<file path="config.mk">
export PLATFORM = sky130hd
export DESIGN_NAME = fbpa_ctrl
export DESIGN_NICKNAME = d
export VERILOG_FILES = /design/src/rtl/core/fbpa_pkg.sv /design/src/rtl/core/fbpa_ctrl.sv
export SDC_FILE = /design/constraint.sdc
export NUM_CORES = 1
export LEC_CHECK = 0
export ABC_AREA = 1
export BUFFER_PORTS_ARGS = -buffer_cell sky130_fd_sc_hd__buf_2
export CAP_MARGIN = 5
export CORE_AREA = 2 2 39 41
export CTS_CLUSTER_SIZE = 20
export DETAILED_ROUTE_END_ITERATION = 8
export DIE_AREA = 0 0 41 43
export HOLD_SLACK_MARGIN = 0.15
export PLACE_DENSITY = 0.41
export SYNTH_ARGS = -nofsm -noshare
export SYNTH_HDL_FRONTEND = slang
export SYNTH_SLANG_ARGS = --single-unit
</file>
<file path="constraint.sdc">
create_clock -name clk -period 1.6 [get_ports clk]
set_input_delay 0.08 -clock clk [delete_from_list [all_inputs] [get_ports clk]]
set_output_delay 0.08 -clock clk [all_outputs]
set_load 0.005 [all_outputs]
</file>
<file path="src/rtl/core/fbpa_pkg.sv">
// Package for the fixed block pool allocator: widths, register indexes,
// reset values, controller states and the command/status structs.
// No dependencies.
`default_nettype none

package fbpa_pkg;

  // Pool geometry
  localparam int MAX_BLOCKS  = 1024;
  localparam int IDX_W       = 10;
  localparam int HEAD_W      = 11;
  localparam int ALIGN_BYTES = 16;
  localparam int ALIGN_LG    = 4;
  localparam logic [HEAD_W-1:0] LIST_EMPTY = HEAD_W'(MAX_BLOCKS);

  // Datapath widths
  localparam int ADDR_W     = 64;
  localparam int SIZE_W     = 17;
  localparam int COUNT_W    = 11;
  localparam int STRIDE_W   = SIZE_W + 1;
  localparam int PROD_W     = IDX_W + STRIDE_W;
  localparam int CFG_IDX_W  = 2;
  localparam int CFG_DATA_W = 64;

  // Register indexes
  localparam logic [CFG_IDX_W-1:0] CFG_BASE_ADDRESS = 2'd0;
  localparam logic [CFG_IDX_W-1:0] CFG_BLOCK_SIZE   = 2'd1;
  localparam logic [CFG_IDX_W-1:0] CFG_BLOCK_COUNT  = 2'd2;

  // Reset values
  localparam logic [ADDR_W-1:0]   RST_BASE_ADDRESS = '0;
  localparam logic [STRIDE_W-1:0] RST_STRIDE       = STRIDE_W'(16);
  localparam logic [COUNT_W-1:0]  RST_BLOCK_COUNT  = COUNT_W'(1024);

  // Request codes
  localparam logic ACT_ALLOC = 1'b0;
  localparam logic ACT_FREE  = 1'b1;

  typedef enum logic [1:0] {
    ST_IDLE,
    ST_LINK,
    ST_MUL,
    ST_OUT
  } fbpa_state_t;

  typedef struct packed {
    logic take_free;   // push the given block if it is in the pool
    logic pop_link;    // hand out the head of the returned stack
    logic pop_fresh;   // hand out the next never-used block
    logic miss;        // pool exhausted
    logic load_link;   // follow the link read from the table
    logic load_prod;   // register index times stride
    logic load_out;    // load the result word
  } fbpa_cmd_t;

  typedef struct packed {
    logic head_empty;
    logic fresh_zero;
  } fbpa_sts_t;

endpackage

`default_nettype wire

</file>
<file path="src/rtl/core/fbpa_ctrl.sv">
// Controller of the pool allocator: sequences one request at a time and
// owns the result valid flag. Depends on fbpa_pkg.
`default_nettype none

module fbpa_ctrl (
  input  wire logic              clk,
  input  wire logic              rst_n,
  input  wire logic              in_valid,
  input  wire logic              in_action,
  output logic                   in_stall,
  output logic                   out_valid,
  input  wire logic              out_stall,
  input  wire fbpa_pkg::fbpa_sts_t sts,
  output fbpa_pkg::fbpa_cmd_t    cmd
);

  fbpa_pkg::fbpa_state_t state_r, state_nxt;
  logic out_valid_r, out_valid_nxt;

  always_ff @(posedge clk) begin
    if (!rst_n) begin
      state_r     <= fbpa_pkg::ST_IDLE;
      out_valid_r <= 1'b0;
    end else begin
      state_r     <= state_nxt;
      out_valid_r <= out_valid_nxt;
    end
  end

  always_comb begin
    state_nxt     = state_r;
    cmd           = '0;
    in_stall      = 1'b1;
    // drop the word once the receiver takes it
    out_valid_nxt = out_valid_r && out_stall;
    case (state_r)
      fbpa_pkg::ST_IDLE: begin
        in_stall = 1'b0;
        if (in_valid) begin
          if (in_action == fbpa_pkg::ACT_FREE) begin
            cmd.take_free = 1'b1;
          end else if (!sts.head_empty) begin
            cmd.pop_link = 1'b1;
            state_nxt    = fbpa_pkg::ST_LINK;
          end else if (!sts.fresh_zero) begin
            cmd.pop_fresh = 1'b1;
            state_nxt     = fbpa_pkg::ST_MUL;
          end else begin
            cmd.miss  = 1'b1;
            state_nxt = fbpa_pkg::ST_MUL;
          end
        end
      end
      fbpa_pkg::ST_LINK: begin
        cmd.load_link = 1'b1;
        state_nxt     = fbpa_pkg::ST_MUL;
      end
      fbpa_pkg::ST_MUL: begin
        cmd.load_prod = 1'b1;
        state_nxt     = fbpa_pkg::ST_OUT;
      end
      fbpa_pkg::ST_OUT: begin
        // hold until the output register is free
        if (!out_valid_r || !out_stall) begin
          cmd.load_out  = 1'b1;
          out_valid_nxt = 1'b1;
          state_nxt     = fbpa_pkg::ST_IDLE;
        end
      end
      default: begin
        state_nxt = fbpa_pkg::ST_IDLE;
      end
    endcase
  end

  assign out_valid = out_valid_r;

endmodule

`default_nettype wire

</file>
==> reports/qor.yml, run 1 <==
rsz0062_at_grt: "false"
critPathSlowestCell: "dfxtp_1"
wl_um: 585
yosysWarningCount: 0
slowest_delay_ns: 0.32
final_common_cell: "buf_2"
cts_root_buf: "clkbuf_4"
clock_latency_ns: 0.23
post-route-util: 0.294
nets: 73
clock.fmax_mhz: 702
critical_path_buf_inv_count: 3
n_antenna_cell: 0
detail_route.wl_per_cell_um: 7.70
vias: 302
drtPass1Iterations: 2
critical_path.cell_chain: "inv_1 > ha_1 > inv_1 > nor4_1 > buf_2"
grt_pass1_vias: 257
cp.required_ns: 1.52
cts_tree: "built"
cts_hold_buf: 2
synth_cell_type_count: 14
finalSetupTns_ns: 0
die_width_um: 41
timing.rr.start: "state_r[0]$_SDFFE_PN0P_"
synth-seq-cells: 3
syn_avg_cell_area_um2: 6.80
clock-sinks: 3
critPathLaunchType: "flop"
tightest_slew_ns: 0.221
rows: 14
antenna_found_initial: 0
final_cell_mix: "buf_2 (15), inv_1 (7), nand2_1 (6), ha_1 (5), nor2_1 (4)"
period_needed_ns: 1.43
grt_pass1_wl_um: 890
io_buffers: 15
synth_seq_area_share: 0.226
clk_pin_slew_ns: 0.04
slew_violations: 0
die_area_um2: 1760
power_density_nw_per_um2: 1390
hold_viol_final: 0
end_kind: "output port"
path_max_fanout: 5
post_cts_resized: 0
areaGrowthSynthToFinish_pct: 53.3
crit_start: "state_r[0]$_SDFFE_PN0P_"
maxCapViolations: 0
first_iter_violations: 3
hp-class: "primary input to flop"
cts_max_path_buffers: 2
synth_top_area_share: 0.236
cts_setup_buffers: 0
min_from: "sts[1]"
postSynthCellCount: 39
ys_top_cells_by_area: "ha_1 (24%), dfxtp_1 (23%), inv_1 (9.9%)"
coreArea_um2: 1380
ios: 16
cp_top_family: "buffers and inverters"
relSlewSlack: 0.851
ant_nets: 0
htreeDepth: 1
vdd_ir_drop_max_uv: 447
p_leak_nw: 0.232
grt.overflow.total: 0
yosysTopAreaCell: "ha_1"
synthesis.nets: 51
fillers: 157
crit_top_cell: "inv_1"
use_met3: 0.0314
path_class: "flop to output port"
status: "finished clean"
grt_util_all_layers: 0.0802
drcViolationCount: 0
finalCritPeriodShare: 0.891
synth_area_um2: 265
vias_per_cell: 3.97
gp_congestion: 0.758
use_met1: 0.0769
finalSetupViolations: 0
top_usage_layer: "met2"
whs_ns: 0.329
die_h_um: 43
cp.arrival_ns: 1.35
finClkSkew_ns: 0.000352
grt_max_degree: 6
cts_buffers: 3
initial_utilization: 0.192
use_met2: 0.109
drive_above_1_share: 0.367
[cells in the mapped netlist (all sizes together)]
library cell	number
nand2	9
inv	8
ha	5
nor2	4
dfxtp	3
nor3	3
nand3	2
a21boi	1
a21oi	1
nor4	1
o21a	1
o21ai	1
[worst paths after layout]
| path | to | slack, ns | depth (start not counted) |
|---|---|---|---|
| min | state_r[1]$_SDFFE_PN0P_ | 0.33 | 6 |
| max | cmd[4] | 0.17 | 5 |
| min reg2reg | out_valid$_SDFF_PN0_ | 0.50 | 2 |
| max reg2reg | state_r[1]$_SDFFE_PN0P_ | 0.43 | 5 |
[layer usage]
layer | wire length [um] | up-vias
met4 | 0 | 0
met3 | 50 | 0
met2 | 272 | 13
met5 | 0 | -
li1 | - | 168
met1 | 261 | 121
[where the power goes]
part           internal, W  total [W]  switching, W
combinational     0.000136   0.000312      0.000176
clock            0.0000933   0.000130     0.0000366
sequential        0.000102   0.000122     0.0000207
[cells by family after synthesis]
family,share of synthesized area
AND/OR/NAND/NOR,0.330
buffers and inverters,0.113
adder cells (fa/ha/maj),0.236
AO/OA/AOI/OAI,0.0943
flip-flops,0.226
[worst min-delay path, stage by stage]
cell	delay, ns
buf_2	0.10
inv_1	0.05
nand2_1	0.06
o21a_1	0.11
nor2_1	0.03
nor2_1	0.08
[sequential cells by signal (all words and copies together), names as in the netlist]
| register | count |
|---|---|
| out_valid | 1 |
| state_r | 2 |
[per-stage QoR]
step	worst slack, ns	std cells	instance area (um2)	total power, W
3_5_place_dp	0.411	70	360	0.000436
2_1_floorplan	0.506	39	265	0.000337
3_3_place_gp	0.366	70	360	0.000453
5_1_grt	0.0723	76	407	0.000636
6_report	0.175	76	407	0.000564
4_1_cts	0.153	76	407	0.000580
[area by class of cell]
cell class,count,area (um2),area share
clock buffers,4,26.3,0.0646
inverters,8,30.0,0.0738
multi-input cells,28,175,0.431
flip-flops and latches,3,60.1,0.148
well taps,16,20.0,0.0492
repair buffers,17,95.1,0.234
Note: power is estimated with default switching activity, not from simulation.
==> run 2, diff against run 1 <==
--- a/config.mk
+++ b/config.mk
@@ -5,7 +5,6 @@
 export SDC_FILE = /design/constraint.sdc
 export NUM_CORES = 1
 export LEC_CHECK = 0
-export ABC_AREA = 1
 export BUFFER_PORTS_ARGS = -buffer_cell sky130_fd_sc_hd__buf_2
 export CAP_MARGIN = 5
 export CORE_AREA = 2 2 39 41
@@ -13,7 +12,7 @@
 export DETAILED_ROUTE_END_ITERATION = 8
 export DIE_AREA = 0 0 41 43
 export HOLD_SLACK_MARGIN = 0.15
-export PLACE_DENSITY = 0.41
+export PLACE_DENSITY = 0.43
 export SYNTH_ARGS = -nofsm -noshare
 export SYNTH_HDL_FRONTEND = slang
 export SYNTH_SLANG_ARGS = --single-unit
==> run 2 against run 1 <==
Effect of this change:
- global-route usage is 0.12 points lower
- sequential share of layout area is 0.61 points lower
- via count is 9.9% lower
- clock power is 5% higher
- worst hold slack worse by 0.15 ns
- final area is 4.3% higher
- die area stayed put
==> reports/qor.yml, run 2 <==
synth-edff-count: 0
place_hpwl_um: 471
cp.arrival_ns: 1.44
synth_seq_area_share: 0.207
cts_buffers: 3
synth_commonest_cells: "ha_1 (5), nand2_1 (4), dfxtp_1 (3), inv_1 (3), nor2b_1 (3)"
grt.overflow.total: 0
power_density_nw_per_um2: 1000
clock.fmax_mhz: 658
grt_max_degree: 6
yosysTopAreaCell: "ha_1"
finalSetupViolations: 0
final_cell_mix: "buf_2 (15), nand2_1 (4), ha_1 (4)"
drcViolationCount: 0
drtPass1Iterations: 1
wl_um: 566
top_register: "state_r"
synth_ff_type: "dfxtp_1"
p_total_w: 0.000424
synthesis.nets: 43
cts_tree: "built"
cts_max_path_buffers: 2
vias: 272
ant_nets: 0
relSlewSlack: 0.866
clock_latency_ns: 0.23
vdd_ir_drop_max_uv: 440
areaGrowthSynthToFinish_pct: 46.1
synth_area_um2: 290
finClkSkew_ns: 0.000637
layout.cells.non_filler: 67
tightest_slew_ns: 0.200
postSynthCellCount: 31
n_antenna_cell: 0
yosysWarningCount: 0
grt_util_all_layers: 0.0791
vias_per_cell: 4.06
drive_above_1_share: 0.471
first_iter_violations: 0
nets: 64
clk_pin_slew_ns: 0.04
syn_avg_cell_area_um2: 9.36
cp.required_ns: 1.52
rows: 14
detail_route.wl_per_cell_um: 8.45
period_needed_ns: 1.52
finalSetupTns_ns: 0
status: "finished clean"
antenna_found_initial: 0
io_buffers: 15
path_max_fanout: 4
slew_violations: 0
grt_pass1_vias: 253
gp_congestion: 0.672
ios: 16
cts_root_buf: "clkbuf_4"
synth_cell_type_count: 17
place_inst: 62
die_width_um: 41
hold_viol_final: 0
largest_register_ff_count: 2
grt_pass1_wl_um: 910
ys_top_cells_by_area: "ha_1 (22%), dfxtp_1 (21%), a32oi_4 (9.5%)"
rsz0062_at_grt: "false"
die_area_um2: 1760
clock-sinks: 3
final_common_cell: "buf_2"
initial_utilization: 0.210
synth-seq-cells: 3
htreeDepth: 1
finalCritPeriodShare: 0.950
critPathLaunchType: "flop"
maxCapViolations: 0
end_kind: "output port"
hp-class: "primary input to flop"
die_h_um: 43
path_class: "flop to output port"
p_leak_nw: 0.223
synth.most_common_cell: "ha_1"
synthArstFlopShare: 0
coreArea_um2: 1380
synth_top_area_share: 0.216
==> run 2: kinds of logic after synthesis <==
logic type / Yosys count / synth area share
mux: 3 / 0.108
fa+ha+maj: 5 / 0.216
buf+inv: 3 / 0.0388
flops: 3 / 0.207
compound gates: 4 / 0.155
simple gates: 13 / 0.276
==> run 2: power by group <==
group | switching, W | internal, W | leakage, nW
registers | 0.0000135 | 0.0000880 | 0.0245
clock network | 0.0000419 | 0.0000936 | 0.0150
logic | 0.0000858 | 0.000101 | 0.184
total | 0.000141 | 0.000283 | 0.223
==> run 2: cell type report <==
cell class / instances / area, um2
fill: 161 / 960
multi-input combinational: 25 / 221
timing repair buffer: 16 / 85.1
sequential: 3 / 60.1
clock buffer: 4 / 26.3
tap: 16 / 20.0
inverter: 3 / 11.3
==> run 2: critical path: stages, from the launching register on <==
cell,delay [ns]
dfxtp_1,0.37
inv_1,0.10
ha_2,0.22
and3b_2,0.22
and3_1,0.17
buf_2,0.12
==> run 2: through the flow <==
step | utilization | area [um2] | setup WS (ns) | hold slack (ns)
5_1_grt | 0.307 | 424 | 0.0127 | 0.204
4_1_cts | 0.305 | 422 | 0.00594 | 0.175
3_3_place_gp | 0.278 | 385 | 0.248 | 0.365
2_1_floorplan | - | 290 | 0.417 | 0.191
3_5_place_dp | 0.278 | 385 | 0.261 | 0.372
6_report | 0.307 | 424 | 0.0805 | 0.179
==> run 2: final timing paths <==
check,start,end,slack (ns),cells past startpoint
max,state_r[0]$_SDFFE_PN0P_,cmd[3],0.08,5
min,out_stall,out_valid$_SDFF_PN0_,0.18,3
max reg2reg,state_r[0]$_SDFFE_PN0P_,state_r[1]$_SDFFE_PN0P_,0.36,5
min reg2reg,state_r[1]$_SDFFE_PN0P_,state_r[1]$_SDFFE_PN0P_,0.50,2
==> run 2: layer usage <==
metal  up-vias  part of all wire  global-route usage
met5         -                 0                   0
met4         0                 0              0.0400
met3         0             0.081              0.0628
met2         8              0.49               0.113
met1       120              0.42              0.0796
li1        144                 -                   -
==> run 2: repair_timing <==
action / CTS / global route
endpoints found under the setup margin: 0 / 1
gates resized for setup: 0 / 1
hold buffers: 1 / 0
buffers inserted: 0 / 0
hold endpoints to repair: 3 / 0
